**config.mk**
```make
export PLATFORM = sky130hd
export DESIGN_NAME = basic_source_tokenizer_top
export DESIGN_NICKNAME = d
export VERILOG_FILES = /design/src/bst_pkg.sv /design/src/bst_front.sv /design/src/bst_queue.sv /design/src/bst_back.sv /design/src/basic_source_tokenizer_top.sv
export VERILOG_INCLUDE_DIRS = /design/src /design/src/src
export SDC_FILE = /design/constraint.sdc
export NUM_CORES = 1
export LEC_CHECK = 0
export BUFFER_PORTS_ARGS = -buffer_cell sky130_fd_sc_hd__clkbuf_2
export CORE_MARGIN = 10
export CORE_UTILIZATION = 50
export DETAILED_ROUTE_END_ITERATION = 8
export HOLD_SLACK_MARGIN = 0.03
export PLACE_DENSITY = 0.73
export SYNTH_ARGS = -nofsm -noshare
export SYNTH_HDL_FRONTEND = slang
export SYNTH_SLANG_ARGS = --single-unit
export TNS_END_PERCENT = 1
```
**constraint.sdc**
```tcl
create_clock -name clk -period 5.6 [get_ports clk]
set_input_delay 0 -clock clk [delete_from_list [all_inputs] [get_ports clk]]
set_output_delay 0 -clock clk [all_outputs]
set_load 0.01 [all_outputs]
```
**src/basic_source_tokenizer_top_assert.svh**
```systemverilog
// Assertion macros shared by the tokenizer modules.
`ifndef BASIC_SOURCE_TOKENIZER_TOP_ASSERT_SVH
`define BASIC_SOURCE_TOKENIZER_TOP_ASSERT_SVH

// Same-cycle implication, held off during reset.
`define BST_ASSERT_NOW(label, clk, rst, cond, prop, msg) \
  label: assert property (@(posedge clk) disable iff (rst) (cond) |-> (prop)) \
    else $error(msg);

// Next-cycle implication, held off during reset.
`define BST_ASSERT_NEXT(label, clk, rst, cond, prop, msg) \
  label: assert property (@(posedge clk) disable iff (rst) (cond) |=> (prop)) \
    else $error(msg);

`endif

```
**src/bst_pkg.sv**
```systemverilog
// ----------------------------------------------------------------------------
// bst_pkg
// Types and codes shared by the source tokenizer: item and result records,
// token kinds, counter limits and the result-pair queue geometry.
// ----------------------------------------------------------------------------
package bst_pkg;

  localparam int unsigned TEXT_W = 12;
  localparam int unsigned LINE_W = 16;

  localparam logic [TEXT_W-1:0] TEXT_LENGTH_LIMIT = 12'd4095;
  localparam logic [LINE_W-1:0] LINE_LIMIT        = 16'd65535;

  localparam int unsigned QUEUE_DEPTH = 4;
  localparam int unsigned QUEUE_AW    = $clog2(QUEUE_DEPTH);

  // Token kinds
  localparam logic [4:0] KIND_EOF     = 5'd0;
  localparam logic [4:0] KIND_IDENT   = 5'd1;
  localparam logic [4:0] KIND_INT     = 5'd2;
  localparam logic [4:0] KIND_DOUBLE  = 5'd3;
  localparam logic [4:0] KIND_STRING  = 5'd4;
  localparam logic [4:0] KIND_PLUS    = 5'd5;
  localparam logic [4:0] KIND_MINUS   = 5'd6;
  localparam logic [4:0] KIND_STAR    = 5'd7;
  localparam logic [4:0] KIND_SLASH   = 5'd8;
  localparam logic [4:0] KIND_LPAREN  = 5'd9;
  localparam logic [4:0] KIND_RPAREN  = 5'd10;
  localparam logic [4:0] KIND_COMMA   = 5'd11;
  localparam logic [4:0] KIND_EQ      = 5'd12;
  localparam logic [4:0] KIND_LT      = 5'd13;
  localparam logic [4:0] KIND_LTE     = 5'd14;
  localparam logic [4:0] KIND_NEQ     = 5'd15;
  localparam logic [4:0] KIND_GT      = 5'd16;
  localparam logic [4:0] KIND_GTE     = 5'd17;
  localparam logic [4:0] KIND_AMP     = 5'd18;
  localparam logic [4:0] KIND_DOT     = 5'd19;
  localparam logic [4:0] KIND_AND     = 5'd20;
  localparam logic [4:0] KIND_OR      = 5'd21;
  localparam logic [4:0] KIND_NOT     = 5'd22;
  localparam logic [4:0] KIND_UNKNOWN = 5'd23;

  typedef struct packed {
    logic [7:0] source_byte;
    logic       end_of_input;
  } bst_item_t;

  typedef struct packed {
    logic              is_token;
    logic [7:0]        text_byte;
    logic [4:0]        token_kind;
    logic [TEXT_W-1:0] token_length;
    logic [LINE_W-1:0] start_line;
    logic              last_of_run;
  } bst_result_t;

  // Results caused by one input byte: one or two records
  typedef struct packed {
    logic        two;
    bst_result_t first;
    bst_result_t second;
  } bst_pair_t;

endpackage

```
**src/bst_front.sv**
```systemverilog
// ----------------------------------------------------------------------------
// bst_front
// Scanner front end: classifies each source byte against the scan state,
// updates line and text counters and forms the one or two result records
// that the byte causes.
// ----------------------------------------------------------------------------
module bst_front (
  input  logic                clk,
  input  logic                rst,
  input  logic                take,
  input  bst_pkg::bst_item_t  item,
  output logic                pair_vld,
  output bst_pkg::bst_pair_t  pair
);
  import bst_pkg::*;

  localparam logic [2:0] MODE_IDLE     = 3'd0;
  localparam logic [2:0] MODE_COMMENT  = 3'd1;
  localparam logic [2:0] MODE_IDENT    = 3'd2;
  localparam logic [2:0] MODE_NUMBER   = 3'd3;
  localparam logic [2:0] MODE_STRING   = 3'd4;
  localparam logic [2:0] MODE_HELD_LT  = 3'd5;
  localparam logic [2:0] MODE_HELD_GT  = 3'd6;
  localparam logic [2:0] MODE_HELD_DOT = 3'd7;

  localparam logic [2:0] KW_ALL = 3'b111;

  localparam logic [7:0] CH_TAB   = 8'h09;
  localparam logic [7:0] CH_LF    = 8'h0A;
  localparam logic [7:0] CH_CR    = 8'h0D;
  localparam logic [7:0] CH_SPACE = 8'h20;
  localparam logic [7:0] CH_QUOTE = 8'h22;
  localparam logic [7:0] CH_AMP   = 8'h26;
  localparam logic [7:0] CH_APOS  = 8'h27;
  localparam logic [7:0] CH_LPAR  = 8'h28;
  localparam logic [7:0] CH_RPAR  = 8'h29;
  localparam logic [7:0] CH_STAR  = 8'h2A;
  localparam logic [7:0] CH_PLUS  = 8'h2B;
  localparam logic [7:0] CH_COMMA = 8'h2C;
  localparam logic [7:0] CH_MINUS = 8'h2D;
  localparam logic [7:0] CH_DOT   = 8'h2E;
  localparam logic [7:0] CH_SLASH = 8'h2F;
  localparam logic [7:0] CH_LT    = 8'h3C;
  localparam logic [7:0] CH_EQ    = 8'h3D;
  localparam logic [7:0] CH_GT    = 8'h3E;
  localparam logic [7:0] CH_UNDER = 8'h5F;

  logic [2:0]        mode, mode_next;
  logic [LINE_W-1:0] line_count, line_next;
  logic [LINE_W-1:0] token_line, tline_next;
  logic [TEXT_W-1:0] text_count, tcount_next;
  logic              seen_dot, dot_next;
  logic [2:0]        kw, kw_next;

  logic [7:0]        b, up;
  logic              in_end, is_digit, is_alpha, is_ident;
  logic [LINE_W-1:0] line_inc;
  logic [TEXT_W-1:0] count_inc;
  logic              flush_vld;
  bst_result_t       flush_res;
  logic [4:0]        ident_kind;
  logic              a0_vld, a1_vld, consumed;
  bst_result_t       a0, a1;

  function automatic bst_result_t make_text(input logic [7:0] ch);
    bst_result_t r;
    r = '0;
    r.text_byte = ch;
    return r;
  endfunction

  function automatic bst_result_t make_token(input logic [4:0] kind, input logic [7:0] ch,
                                             input logic [TEXT_W-1:0] len,
                                             input logic [LINE_W-1:0] line);
    bst_result_t r;
    r = '0;
    r.is_token     = 1'b1;
    r.text_byte    = ch;
    r.token_kind   = kind;
    r.token_length = len;
    r.start_line   = line;
    return r;
  endfunction

  // Drop keyword candidates whose letter at this position does not match
  function automatic logic [2:0] kw_update(input logic [2:0] kw_in,
                                           input logic [TEXT_W-1:0] pos,
                                           input logic [7:0] ch);
    logic keep_and, keep_or, keep_not;
    keep_and = (pos == 12'd0 && ch == "A") || (pos == 12'd1 && ch == "N") ||
               (pos == 12'd2 && ch == "D");
    keep_or  = (pos == 12'd0 && ch == "O") || (pos == 12'd1 && ch == "R");
    keep_not = (pos == 12'd0 && ch == "N") || (pos == 12'd1 && ch == "O") ||
               (pos == 12'd2 && ch == "T");
    return kw_in & {keep_not, keep_or, keep_and};
  endfunction

  // Classify the incoming byte
  assign b        = item.source_byte;
  assign in_end   = item.end_of_input || (b == 8'h00);
  assign is_digit = (b >= "0") && (b <= "9");
  assign is_alpha = ((b >= "A") && (b <= "Z")) || ((b >= "a") && (b <= "z"));
  assign is_ident = is_alpha || is_digit || (b == CH_UNDER);
  assign up       = ((b >= "a") && (b <= "z")) ? (b - 8'd32) : b;

  // Saturating counters
  assign line_inc  = (line_count < LINE_LIMIT) ? (line_count + 16'd1) : line_count;
  assign count_inc = (text_count < TEXT_LENGTH_LIMIT) ? (text_count + 12'd1) : text_count;

  // Resolve identifier kind from surviving keyword candidates
  always_comb begin
    priority if (kw[0] && text_count == 12'd3) begin
      ident_kind = KIND_AND;
    end else if (kw[1] && text_count == 12'd2) begin
      ident_kind = KIND_OR;
    end else if (kw[2] && text_count == 12'd3) begin
      ident_kind = KIND_NOT;
    end else begin
      ident_kind = KIND_IDENT;
    end
  end

  // Token that the pending scan yields when it is cut short
  always_comb begin
    flush_vld = 1'b1;
    flush_res = '0;
    unique case (mode)
      MODE_IDENT:    flush_res = make_token(ident_kind, 8'h00, text_count, token_line);
      MODE_NUMBER:   flush_res = make_token(seen_dot ? KIND_DOUBLE : KIND_INT, 8'h00,
                                            text_count, token_line);
      MODE_STRING:   flush_res = make_token(KIND_STRING, 8'h00, text_count, token_line);
      MODE_HELD_LT:  flush_res = make_token(KIND_LT, 8'h00, '0, token_line);
      MODE_HELD_GT:  flush_res = make_token(KIND_GT, 8'h00, '0, token_line);
      MODE_HELD_DOT: flush_res = make_token(KIND_DOT, 8'h00, '0, token_line);
      MODE_IDLE,
      MODE_COMMENT:  flush_vld = 1'b0;
    endcase
  end

  // Continue the current scan, else flush it and start a new one
  always_comb begin
    mode_next   = mode;
    line_next   = line_count;
    tline_next  = token_line;
    tcount_next = text_count;
    dot_next    = seen_dot;
    kw_next     = kw;
    a0_vld      = 1'b0;
    a1_vld      = 1'b0;
    a0          = '0;
    a1          = '0;
    consumed    = 1'b0;

    if (in_end) begin
      a0_vld      = flush_vld;
      a0          = flush_res;
      a1_vld      = 1'b1;
      a1          = make_token(KIND_EOF, 8'h00, '0, line_count);
      mode_next   = MODE_IDLE;
      line_next   = 16'd1;
      tline_next  = 16'd1;
      tcount_next = '0;
      dot_next    = 1'b0;
      kw_next     = KW_ALL;
    end else begin
      unique case (mode)
        MODE_COMMENT: begin
          consumed = 1'b1;
          if (b == CH_LF) begin
            line_next = line_inc;
            mode_next = MODE_IDLE;
          end
        end
        MODE_IDENT: begin
          if (is_ident) begin
            consumed    = 1'b1;
            kw_next     = kw_update(kw, text_count, up);
            a0_vld      = 1'b1;
            a0          = make_text(b);
            tcount_next = count_inc;
          end
        end
        MODE_NUMBER: begin
          if (is_digit || (b == CH_DOT && !seen_dot)) begin
            consumed    = 1'b1;
            if (b == CH_DOT) begin
              dot_next = 1'b1;
            end
            a0_vld      = 1'b1;
            a0          = make_text(b);
            tcount_next = count_inc;
          end
        end
        MODE_STRING: begin
          consumed = 1'b1;
          if (b == CH_QUOTE) begin
            a0_vld    = 1'b1;
            a0        = make_token(KIND_STRING, 8'h00, text_count, token_line);
            mode_next = MODE_IDLE;
          end else begin
            if (b == CH_LF) begin
              line_next = line_inc;
            end
            a0_vld      = 1'b1;
            a0          = make_text(b);
            tcount_next = count_inc;
          end
        end
        MODE_HELD_LT: begin
          if (b == CH_GT || b == CH_EQ) begin
            consumed  = 1'b1;
            a0_vld    = 1'b1;
            a0        = make_token((b == CH_GT) ? KIND_NEQ : KIND_LTE, 8'h00, '0, token_line);
            mode_next = MODE_IDLE;
          end
        end
        MODE_HELD_GT: begin
          if (b == CH_EQ) begin
            consumed  = 1'b1;
            a0_vld    = 1'b1;
            a0        = make_token(KIND_GTE, 8'h00, '0, token_line);
            mode_next = MODE_IDLE;
          end
        end
        MODE_HELD_DOT: begin
          // leading dot turns into a double
          if (is_digit) begin
            consumed    = 1'b1;
            a0_vld      = 1'b1;
            a0          = make_text(CH_DOT);
            a1_vld      = 1'b1;
            a1          = make_text(b);
            tcount_next = 12'd2;
            dot_next    = 1'b1;
            mode_next   = MODE_NUMBER;
          end
        end
        MODE_IDLE: begin
          consumed = 1'b0;
        end
      endcase

      if (!consumed) begin
        a0_vld      = flush_vld;
        a0          = flush_res;
        mode_next   = MODE_IDLE;
        tline_next  = line_count;
        tcount_next = '0;
        dot_next    = 1'b0;
        kw_next     = KW_ALL;
        a1_vld      = 1'b1;
        priority if (b == CH_SPACE || b == CH_TAB || b == CH_CR) begin
          a1_vld = 1'b0;
        end else if (b == CH_LF) begin
          a1_vld    = 1'b0;
          line_next = line_inc;
        end else if (b == CH_APOS) begin
          a1_vld    = 1'b0;
          mode_next = MODE_COMMENT;
        end else if (b == CH_QUOTE) begin
          a1_vld    = 1'b0;
          mode_next = MODE_STRING;
        end else if (is_digit) begin
          a1          = make_text(b);
          mode_next   = MODE_NUMBER;
          tcount_next = 12'd1;
        end else if (is_ident) begin
          a1          = make_text(b);
          mode_next   = MODE_IDENT;
          kw_next     = kw_update(KW_ALL, '0, up);
          tcount_next = 12'd1;
        end else if (b == CH_DOT) begin
          a1_vld    = 1'b0;
          mode_next = MODE_HELD_DOT;
        end else if (b == CH_LT) begin
          a1_vld    = 1'b0;
          mode_next = MODE_HELD_LT;
        end else if (b == CH_GT) begin
          a1_vld    = 1'b0;
          mode_next = MODE_HELD_GT;
        end else if (b == CH_PLUS) begin
          a1 = make_token(KIND_PLUS, 8'h00, '0, line_count);
        end else if (b == CH_MINUS) begin
          a1 = make_token(KIND_MINUS, 8'h00, '0, line_count);
        end else if (b == CH_STAR) begin
          a1 = make_token(KIND_STAR, 8'h00, '0, line_count);
        end else if (b == CH_SLASH) begin
          a1 = make_token(KIND_SLASH, 8'h00, '0, line_count);
        end else if (b == CH_LPAR) begin
          a1 = make_token(KIND_LPAREN, 8'h00, '0, line_count);
        end else if (b == CH_RPAR) begin
          a1 = make_token(KIND_RPAREN, 8'h00, '0, line_count);
        end else if (b == CH_COMMA) begin
          a1 = make_token(KIND_COMMA, 8'h00, '0, line_count);
        end else if (b == CH_EQ) begin
          a1 = make_token(KIND_EQ, 8'h00, '0, line_count);
        end else if (b == CH_AMP) begin
          a1 = make_token(KIND_AMP, 8'h00, '0, line_count);
        end else begin
          a1 = make_token(KIND_UNKNOWN, b, '0, line_count);
        end
      end
    end
  end

  // Pack the records in order and mark the last one
  always_comb begin
    pair_vld = a0_vld || a1_vld;
    pair     = '0;
    if (a0_vld) begin
      pair.first  = a0;
      pair.second = a1;
      pair.two    = a1_vld;
    end else begin
      pair.first  = a1;
    end
    if (pair.two) begin
      pair.second.last_of_run = 1'b1;
    end else begin
      pair.first.last_of_run  = 1'b1;
    end
  end

  // Advance scan state on each accepted byte
  always_ff @(posedge clk) begin
    if (rst) begin
      mode       <= MODE_IDLE;
      line_count <= 16'd1;
      token_line <= 16'd1;
      text_count <= '0;
      seen_dot   <= 1'b0;
      kw         <= KW_ALL;
    end else if (take) begin
      mode       <= mode_next;
      line_count <= line_next;
      token_line <= tline_next;
      text_count <= tcount_next;
      seen_dot   <= dot_next;
      kw         <= kw_next;
    end
  end

endmodule

```
**src/bst_queue.sv**
```systemverilog
// ----------------------------------------------------------------------------
// bst_queue
// Short first-in first-out queue of result pairs between the scanner and
// the output side.
// ----------------------------------------------------------------------------
`include "basic_source_tokenizer_top_assert.svh"

module bst_queue (
  input  logic               clk,
  input  logic               rst,
  input  logic               wr_en,
  input  bst_pkg::bst_pair_t wr_data,
  input  logic               rd_en,
  output bst_pkg::bst_pair_t rd_data,
  output logic               empty,
  output logic               full
);
  import bst_pkg::*;

  bst_pair_t           slots [QUEUE_DEPTH];
  logic [QUEUE_AW-1:0] wr_ptr, rd_ptr;
  logic [QUEUE_AW:0]   count;
  logic                do_wr, do_rd;

  assign empty   = (count == '0);
  assign full    = (count == (QUEUE_AW+1)'(QUEUE_DEPTH));
  assign do_wr   = wr_en && !full;
  assign do_rd   = rd_en && !empty;
  assign rd_data = slots[rd_ptr];

  // Store incoming pairs
  always_ff @(posedge clk) begin
    if (do_wr) begin
      slots[wr_ptr] <= wr_data;
    end
  end

  // Advance pointers and fill level
  always_ff @(posedge clk) begin
    if (rst) begin
      wr_ptr <= '0;
      rd_ptr <= '0;
      count  <= '0;
    end else begin
      if (do_wr) begin
        wr_ptr <= wr_ptr + 1'b1;
      end
      if (do_rd) begin
        rd_ptr <= rd_ptr + 1'b1;
      end
      if (do_wr && !do_rd) begin
        count <= count + 1'b1;
      end else if (do_rd && !do_wr) begin
        count <= count - 1'b1;
      end
    end
  end

  `BST_ASSERT_NEXT(a_fill_up, clk, rst, do_wr && !do_rd, count == $past(count) + 1'b1, "queue fill did not rise on write")
  `BST_ASSERT_NEXT(a_empty_hold, clk, rst, empty && !wr_en, empty, "queue left empty without a write")

endmodule

```
**src/bst_back.sv**
```systemverilog
// ----------------------------------------------------------------------------
// bst_back
// Output side: presents the records of the oldest queued pair one at a
// time and releases the pair once its last record has been transferred.
// ----------------------------------------------------------------------------
`include "basic_source_tokenizer_top_assert.svh"

module bst_back (
  input  logic                 clk,
  input  logic                 rst,
  input  bst_pkg::bst_pair_t   head,
  input  logic                 q_empty,
  output logic                 q_pop,
  input  logic                 pop,
  output logic                 empty,
  output bst_pkg::bst_result_t result
);
  import bst_pkg::*;

  logic sel;
  logic xfer;

  assign empty  = q_empty;
  assign result = sel ? head.second : head.first;
  assign xfer   = pop && !q_empty;
  assign q_pop  = xfer && (sel || !head.two);

  // Step to the second record, or release the pair
  always_ff @(posedge clk) begin
    if (rst) begin
      sel <= 1'b0;
    end else if (xfer) begin
      sel <= !sel && head.two;
    end
  end

  `BST_ASSERT_NOW(a_sel_pair, clk, rst, sel, !q_empty && head.two, "second record selected without a pair")
  `BST_ASSERT_NOW(a_last_mark, clk, rst, !q_empty, result.last_of_run == (sel || !head.two), "last record mark out of place")

endmodule

```
**src/basic_source_tokenizer_top.sv**
```systemverilog
// ----------------------------------------------------------------------------
// basic_source_tokenizer_top
// Streaming lexer for BASIC-like source text, queue handshake on both sides.
// ----------------------------------------------------------------------------
// One source byte is taken per clock cycle while full is low. Each byte
// causes zero, one or two result records: text records for the bytes of a
// token's text, token records when a token completes. The scanner settles
// a byte in the cycle it is transferred; its records enter a four-entry
// queue of result pairs and leave on the result side one per cycle of pop,
// so a result shows once its pair is registered in the queue and every
// record ahead has left. Input runs at one byte per cycle for as long as
// the result side keeps up on average; full rises when four pairs are
// waiting. No clearing pass follows reset.
module basic_source_tokenizer_top (
  input  logic                 clk,
  input  logic                 rst,
  input  logic                 push,
  output logic                 full,
  input  bst_pkg::bst_item_t   item,
  output logic                 empty,
  input  logic                 pop,
  output bst_pkg::bst_result_t result
);
  import bst_pkg::*;

  logic      take;
  logic      pair_vld;
  bst_pair_t pair;
  bst_pair_t head;
  logic      q_empty;
  logic      q_pop;

  assign take = push && !full;

  // Scan and classify incoming bytes
  bst_front u_front (
    .clk      (clk),
    .rst      (rst),
    .take     (take),
    .item     (item),
    .pair_vld (pair_vld),
    .pair     (pair)
  );

  // Buffer result pairs
  bst_queue u_queue (
    .clk     (clk),
    .rst     (rst),
    .wr_en   (take && pair_vld),
    .wr_data (pair),
    .rd_en   (q_pop),
    .rd_data (head),
    .empty   (q_empty),
    .full    (full)
  );

  // Hand out records one per transfer
  bst_back u_back (
    .clk     (clk),
    .rst     (rst),
    .head    (head),
    .q_empty (q_empty),
    .q_pop   (q_pop),
    .pop     (pop),
    .empty   (empty),
    .result  (result)
  );

endmodule

```
Word-level counts from Yosys, hierarchy flattened. Memory sizes are Yosys's and may differ from the RTL's. A register that Yosys moved wholly into a read port is not among the register bits. Index checks and enable logic that the tools add are counted. W data, S select, Z words.

Output and inout bits: 45. Register bits after elaboration: 59. Word-level logic and storage cells: 266. RAM bits: 348. Memories: 1. Bits of input ports: 13.

Reduce and logical (&&, ||, !) cells: 58. Eq/ne operators: 51. Multiplexer cells: 130. Add/sub/neg operators: 7. Bitwise gates (word level): 1. Magnitude comparators: 8.

Memories: u_queue.slots (words 4, bits a word 87, rd ports 1, clocked after memory_dff 1, write ports 1, line bst_queue.sv:20) `bst_pair_t slots [QUEUE_DEPTH];`.

Operators by type and width (number): $mux W43 (28); $pmux W43 S6 (2); $mux W42 (4); $mux W12 (12); $mux W16 (9); $eq A8 B6 Y1 const B (15); $mux W3 (28); $eq A8 B7 Y1 const B (7); $pmux W12 S4 (1); $mux W40 (1); $mux W1 (34); $pmux W16 S2 (1); $eq A12 B2 Y1 const B (2); $eq A8 B4 Y1 const B (3); $logic_and A1 B1 Y1 (24); $ne A4 B2 Y1 const B (5); $ne A4 B3 Y1 const B (5); $add A16 B1 Y16 const B (1); $ge A8 B7 Y1 const B (2); $le A8 B7 Y1 const B (2); $lt A16 B16 Y1 const B (1); $eq A3 B3 Y1 const B (5); $logic_or A1 B1 Y1 (15); $mux W5 (3); other kinds (34) (45).

Depth between registers and ports, before layout. Gate-level depths: netlist of the first run.

Depth after elaboration: 23. Gate-level depth with buffers: 14. Depth with buffers taken out: 13.

Modules after synthesis. From an unflattened synthesis of the first run, not the netlist that was laid out.

Cells, all modules: 1195. Area, all modules: 18258.8 µm².

By module, submodules not included: bst_queue (times used 1, cells an instance 503, seq. area each 10630.2 µm², area an instance 13012.5 µm²); bst_front (times used 1, cells an instance 635, seq. area each 1021.0 µm², area an instance 4449.3 µm²); bst_back (times used 1, cells an instance 55, seq. area each 20.0 µm², area an instance 782.0 µm²); basic_source_tokenizer_top (times used 1, cells an instance 2, seq. area each 0.0 µm², area an instance 15.0 µm²).

Worst setup path after synthesis of the first run. OpenSTA, ideal clock, no wires.

Kind: register -> register. From: reg u_front.mode[0]. To: mem u_queue.slots[0][0] (netlist bit) (enable). Setup slack: 1.748 ns. Period minus slack after synthesis: 3.852 ns. Cell stages (with the launch flop): 7. Arrival time: 3.412 ns. Buffers on the path: 1. Cells stage by stage: dfxtp_1 clkbuf_1 nand2b_1 o2111ai_2 nor3b_1 o41a_1 and2_1.

Word-level cells in the longest chain between the ends: 11. Elaborated cells between the ends (all ways): 24. Classes of those cells: 7 x eq/ne; 11 x mux; 6 x reduce/logical.

RTL lines: from (decl) (line bst_front.sv:48) `logic [2:0] mode, mode_next;`; from (signal assigned) (line bst_front.sv:334) `mode <= mode_next;`; $eq A3 B1 Y1 or $eq A3 B3 Y1 (tied branches) (line bst_front.sv:127, bst_front.sv:166); $reduce_or A2 Y1 (no line); $pmux W1 S7 (line bst_front.sv:166) `unique case (mode)`; $mux W1 (line bst_front.sv:154) `if (in_end) begin`; $mux W1 (line bst_front.sv:243) `if (!consumed) begin`; $mux W1 (line bst_front.sv:154); $logic_or A1 B1 Y1 * (line bst_front.sv:308) `pair_vld = a0_vld || a1_vld;`; $logic_and A1 B1 Y1 * (line basic_source_tokenizer_top.sv:49) `.wr_en (take && pair_vld),`; $logic_and A1 B1 Y1 * (line bst_queue.sv:27) `assign do_wr = wr_en && !full;`; named net u_queue.do_wr (line bst_queue.sv:23) `logic do_wr, do_rd;`; $mux W1 * (line bst_queue.sv:33) `if (do_wr) begin`; $mux W1 (implied by the code) * (line bst_queue.sv:34) `slots[wr_ptr] <= wr_data;`; to (decl) (line bst_queue.sv:20).

The timed path passes the listed nets; every way through them passes the cells marked *. The select of a mux whose other input is x is not followed.

Final worst setup path of the first run.
From: reg u_front.mode[1]. To: mem u_queue.slots[1][51] (netlist bit) (enable).

The elaborated chain is that of the path after synthesis.

==> results of run 1 <==
-- synth_stat cells (all sizes together), types with 12 or more instances --
cell type  count  share of area [%]
a21oi         47                1.7
a22o          33                1.8
a31oi         12               0.56
and2          50                1.9
and3          23               0.89
buf           35                1.1
clkbuf        36               0.83
dfxtp         61                7.5
edfxtp       296                 55
ha            13                1.0
inv           21               0.49
mux4          74                 10
nand2        144                3.3
nand3         37                1.2
nand4         12               0.46
nor2          60                1.5
nor3          25               0.77
o21ai         35                1.1
-- timing repair --
action                                  in CTS  in global routing
endpoints found under the setup margin       0                  0
gates resized for setup                      0                  0
hold endpoints to repair                     1                  0
hold buffers                                 1                  0
-- worst reg2reg max path: stages, from the launching register on --
cell,delay [ns]
dfxtp_1,0.94
nor2b_1,0.17
nand4_1,0.21
o2111ai_2,0.19
nor3b_1,0.50
o41a_1,0.39
and2_4,0.71
buf_4,0.42
-- where the power goes --
part | internal (mW) | leakage (nW) | total [mW] | switching [mW]
clock | 1.33 | 0.571 | 2.35 | 1.02
combinational | 0.645 | 2.33 | 1.44 | 0.798
sequential | 3.13 | 3.19 | 3.28 | 0.146
-- kinds of logic after synthesis --
family          Yosys count
flops                   357
buf+inv                  94
fa+ha+maj                14
simple gates            406
xor+xnor                 10
mux                      81
compound gates          222
-- sequential cells by signal, summed over array words and instances, names as in the netlist, named ones only --
register            cells
u_front.kw              3
u_front.token_line     16
u_queue.count           3
u_queue.slots         296
u_queue.wr_ptr          2
u_front.text_count     12
u_front.seen_dot        1
u_front.mode            3
u_back.sel              1
u_queue.rd_ptr          2
u_front.line_count     16
-- layout make-up --
cell class                      count  area share [%]
Clock inverter                     22           0.922
Timing Repair Buffer               73            2.26
Multi-Input combinational cell    733            31.7
Tap cell                          435            3.02
Clock buffer                       46            5.55
Sequential cell                   357            56.1
Inverter                           23           0.478
-- stage by stage --
step | setup WS, ns | instances | instance area, µm² | util (%) | total power, mW
finish | 1.75 | 1689 | 18000 | 56.8 | 7.07
global route | 1.56 | 1689 | 18000 | 56.8 | 7.38
CTS | 1.82 | 1689 | 18000 | 56.8 | 7.15
detailed placement | 1.85 | 1620 | 16900 | 53.1 | 4.82
global placement | 1.91 | 1620 | 16900 | 53.1 | 4.79
floorplan | 1.75 | 1184 | 16200 | - | 4.30
-- final timing paths --
| kind | to | depth (start not counted) | slack, ns |
|---|---|---|---|
| setup / recovery | u_queue.slots[1][51] | 7 | 1.75 |
| hold / removal | u_front.line_count[12] | 5 | 0.06 |
| setup reg to reg | u_queue.slots[1][51] | 7 | 1.75 |
| hold reg to reg | u_front.token_line[0] | 2 | 0.47 |
-- cell usage in the layout (no fill, tap or decap), types with 10 or more instances in the layout --
cell type	synthesis	final
nand4_1	12	12
dfxtp_1	61	59
nor3_1	25	25
clkinv_1	2	12
inv_1	21	21
o21ai_0	34	33
and3_1	23	23
a31oi_1	11	10
nand3_1	36	36
buf_4	3	15
mux4_2	74	74
nor2_1	58	58
clkbuf_16	0	38
and2_1	50	46
nand2_1	143	143
edfxtp_1	296	296
a21oi_1	42	42
a22o_1	32	32
o211ai_1	10	10
clkbuf_2	0	57
ha_1	13	13
-- layer usage --
metal  up-vias  GRT usage [%]
met2       404           33.0
met4         0           6.48
li1       4716              -
met3        76           3.47
met5         -              0
met1      5192           26.5
==> summary.txt, run 1 <==
Route
  • Post-route antenna net violation count: 0
  • Routed wire length per instance: about 24 µm
  • WL met1: about 17 mm
  • DRC violations left: 0
  • Top routing layer used: met4
  • First-pass DRT Iterations: 6
  • Drt via density: 6.15
  • Met3 WL post-DR: around 2.7 mm
  • Initial DRC count: 1,178
  • Met2 wire length: 19.6 mm
  • DR vias: 10,400
  • Drt total wl: 39.9 mm

Place
  • PortBufs: 57
  • DP HPWL: 25.8 mm
  • GPL Wtd Cong: 0.972

Floorplanning
  • Die area: ~40,000 µm²
  • Core box area: 31,800 µm²
  • Die Wd: 200 µm
  • IO Count: 58
  • Initial cell density of the core: 51.0%
  • Die Ht: 200 µm
  • Row cnt: 65

GRT
  • First-pass GRT wire length: 61.6 mm
  • Largest net degree at the start of global routing: 59
  • Vias in the first global route: 10,500
  • Initial antenna violation count: 0
  • Total track usage: 20.0%
  • Grt total ovfl: 0

Clock network
  • Reg clk slew, reported paths: 0.06 ns
  • CTS tree: built
  • H-tree Lvls: 2
  • Postcts setup bufs: 0
  • Deepest clock path buffer count: 3
  • Worst-skew pair later-pin latency: 0.54 ns
  • Clk sinks: 357
  • CTS Buf Count: 37
  • Root buffer cell: clkbuf_16

Critical path
  • WP buf/inv: 1
  • CP startpoint: u_front.mode[1]
  • Required time worst endpoint: 5.80 ns
  • Cell Chain, Critical Path: nor2b_1 > nand4_1 > o2111ai_2 > nor3b_1 > o41a_1 > and2_4 > buf_4
  • Worst path slowest cell: dfxtp_1
  • Slowest stage delay, CP: 0.94 ns
  • Type of origin of the critical path: register
  • Kind of end point of the critical path: register
  • Crit path max fanout: 44
  • Worst EP arrival: just over 4 ns
  • Critical R2R Launch: u_front.mode[1]
  • Critical path class: reg2reg
  • Top Family by Delay on Critical Path: simple AND/OR/NAND/NOR gates

Synthesis
  • Simple-gate area share of the yosys netlist: approximately an eighth
  • Yosys warnings: 0
  • Primary FF master, synth: edfxtp_1
  • Synthesized area per cell: 13.7 µm²
  • Post-synthesis register bit count: approximately 360
  • Gate count of the mapped netlist: 1,184
  • Compound-gate portion of the synthesized area: 10.3%
  • EDFF count, synth: 296
  • Asr flop ratio synth: 0%
  • Synth Area in XOR/XNOR: 0.540%
  • Adder-cell share of the synthesized area: 1.13%
  • Net count after synthesis: 1,211
  • Synth cell types: 87
  • Sequential cell area fraction in the yosys report: 62.3%
  • Main combinational cell family by area after synthesis: simple AND/OR/NAND/NOR gates
  • Post-synthesis mux area share: 10.7%
  • Mapped Area: 16,200 µm²

Timing
  • Tmin final: 3.85 ns
  • Final Cycle Share: 68.7%
  • Hold Fails Final Rpt: 0
  • Hold WS: 0.0618 ns
  • Fin. max-slew vios: 0
  • Worst-margin pin slew: 1.10 ns
  • F_max: about 260 MHz
  • Setup TNS: 0 ns
  • Relative slew slack: 25.8%
  • Clk_skew: 0.0275 ns
  • Final setup viols: 0
  • Unrepaired setup endpoints after global routing: false

Worst hold path
  • Hold wc startpoint: push
  • Hold Crit Class: in2reg

Finish
  • Layout cells sized above 1: 18.5%
  • Multi-input logic area: 5730 µm²
  • Fillers: ~2,500
  • Register Area: 10,100 µm²
  • Number of nets in the layout: 1,252
  • ANT cells: 0
  • Synth-to-layout area growth: 11.3%

Pwr
  • VDD IR-drop max: approximately 0.20 mV
  • Power Dens Cells: 392 nW/µm²
  • Leakage: 6.09 nW

Run status
  • Status: complete, no violations

Flow run
  • Max Cap Viol: 0
Note: power is estimated with default switching activity, not from simulation.
==> inputs of run 2 (changes only) <==
clock period = 3.6 ns   (was 5.6 ns; I/O delays follow)
==> summary.txt, run 2 (synthesis results as in run 1) <==
GRT
  • Initial antenna violation count: 0 (unchanged)
  • Grt total ovfl: 0 (unchanged)
  • Vias in the first global route: 10,600 (+1.1%)
  • Total track usage: 20.4% (+0.35 points)
  • Largest net degree at the start of global routing: 74 (+25%)
  • First-pass GRT wire length: 62.7 mm (+1.8%)

Place
  • GPL Wtd Cong: 0.933 (-4.1%)
  • DP HPWL: 26.3 mm (+1.8%)
  • PortBufs: 57 (unchanged)

Finish
  • Commonest non-fill, non-tap cell in the layout: edfxtp_1
  • Number of nets in the layout: 1,300 (+3.8%)
  • Synth-to-layout area growth: 14.2%
  • Fillers: 2,458 (-2.7%)
  • Max reg flops: 296 (unchanged)
  • Most flops, register: u_queue.slots
  • ANT cells: 0 (unchanged)
  • Most frequent cells in the layout: edfxtp_1, nand2_1, mux4_2, dfxtp_1, nor2_1
  • Layout cells sized above 1: 21.6% (+3.1 points)
  • Top flop regs: u_queue.slots x296, u_front.line_count x16, u_front.token_line x16

Route
  • Post-route antenna net violation count: 0 (unchanged)
  • Drt total wl: 40.3 mm (+0.93%)
  • First-pass DRT Iterations: 8 (+2)
  • Initial DRC count: 1,092 (-7.3%)
  • DRC violations left: 0 (unchanged)
  • Routed wire length per instance: 23.2 µm (-1.7%)
  • Drt via density: 6.14 (-0.19%)
  • DR vias: 10,600 (+2.5%)

Timing
  • Clk_skew: 0.0253 ns (-0.00212 ns)
  • Tmin final: 3.14 ns (-0.710 ns)
  • F_max: 319 MHz (+23%)
  • Fin. max-slew vios: 0 (unchanged)
  • Final Cycle Share: 87.1% (+18 points)
  • Worst-margin pin slew: 1.15 ns (+0.0494 ns)
  • Relative slew slack: 22.8% (-3.0 points)
  • Final setup viols: 0 (unchanged)
  • Unrepaired setup endpoints after global routing: false
  • Setup TNS: 0 ns (unchanged)
  • Hold Fails Final Rpt: 0 (unchanged)

Critical path
  • WP buf/inv: 1 (unchanged)
  • Worst path slowest cell: dfxtp_1
  • Required time worst endpoint: 4.04 ns (-1.76 ns)
  • Crit path max fanout: 18 (-59%)
  • Cell Chain, Critical Path: nor2b_1 > nand4_1 > o2111ai_2 > nor3b_1 > o41a_1 > ha_1 > inv_1 > fa_1 > xor2_1 > or3_1 > a21oi_1
  • Critical path class: reg2reg
  • Top Family by Delay on Critical Path: simple AND/OR/NAND/NOR gates
  • Type of origin of the critical path: register
  • Worst EP arrival: 3.58 ns (-0.47 ns)
  • Slowest stage delay, CP: 0.70 ns (-0.24 ns)
  • Kind of end point of the critical path: register

Floorplanning
  • Core box area: 31,800 µm² (unchanged)
  • IO Count: 58 (unchanged)
  • Die area: 40,000 µm² (unchanged)
  • Die Ht: 200 µm (unchanged)
  • Initial cell density of the core: 51.0% (unchanged)
  • Die Wd: 200 µm (unchanged)
  • Row cnt: 65 (unchanged)

Run status
  • Status: complete, no violations

Clock network
  • Worst-skew pair later-pin latency: 0.53 ns (about the same)
  • Reg clk slew, reported paths: 0.07 ns (about the same)
  • Root buffer cell: clkbuf_16
  • H-tree Lvls: 2 (unchanged)
  • Deepest clock path buffer count: 3 (unchanged)
  • Postcts setup bufs: 0 (unchanged)
  • CTS Buf Count: 36 (-2.7%)
  • Clk sinks: 357 (unchanged)
  • CTS tree: built
  • Post_cts resized: 0 (unchanged)

Pwr
  • VDD IR-drop max: 0.422 mV (+110%)
  • Tot Pwr: 11.1 mW (+56%)
  • Power Dens Cells: 597 nW/µm² (+52%)
  • Leakage: 6.41 nW (+5.2%)

Flow run
  • Max Cap Viol: 0 (unchanged)

Worst hold path
  • Hold Crit Class: in2reg
==> run 2: repair_timing <==
action                     4_1_cts  5_1_grt
hold endpoints to repair        13        0
setup endpoints to repair        0        0
hold buffers                     3        0
==> run 2: final timing paths <==
kind / start / to / slack [ns] / cells after the start
max: u_front.mode[1] / u_queue.count[2] / 0.46 / 11
min: item[8] / u_queue.slots[3][41] / 0.09 / 2
max reg2reg: u_front.mode[1] / u_queue.count[2] / 0.46 / 11
min reg2reg: u_front.token_line[0] / u_front.token_line[0] / 0.47 / 2
==> run 2: metrics by stage <==
stage	hold slack [ns]	instances	utilization [%]	setup WS [ns]	area, µm²
global route	0.0856	1734	58.2	0.262	18500
global placement	0.420	1667	54.6	0.554	17300
finish	0.0897	1734	58.2	0.464	18500
detailed placement	0.444	1667	54.6	0.524	17300
CTS	0.0543	1734	58.2	0.527	18500
floorplan	0.199	1184	-	-0.252	16200
==> run 2: layer usage <==
metal  vias to the layer above  global-route usage, %  wire length, µm
met5                         -                      0                0
li1                       4815                      -                -
met3                        60                   3.45             2630
met2                       388                   33.1            19500
met4                         0                   5.75              889
met1                      5382                   27.7            17300
==> run 2: where the power goes <==
group          total, mW  internal (mW)  switching [mW]  leakage, nW
logic               2.45           1.08            1.37         2.61
clock network       3.62           2.10            1.52        0.565
registers           5.00           4.87           0.130         3.24
total               11.1           8.04            3.02         6.41
==> run 2: final cells by class <==
type                    count  area [µm²]  area share [%]
repair buffers            122         906            4.89
well taps                 435         544            2.94
multi-input cells         733        5730            30.9
flip-flops and latches    357       10100            54.6
clock buffers              45         945            5.10
inverters                  23        86.3           0.466
clock inverters            19         194            1.05
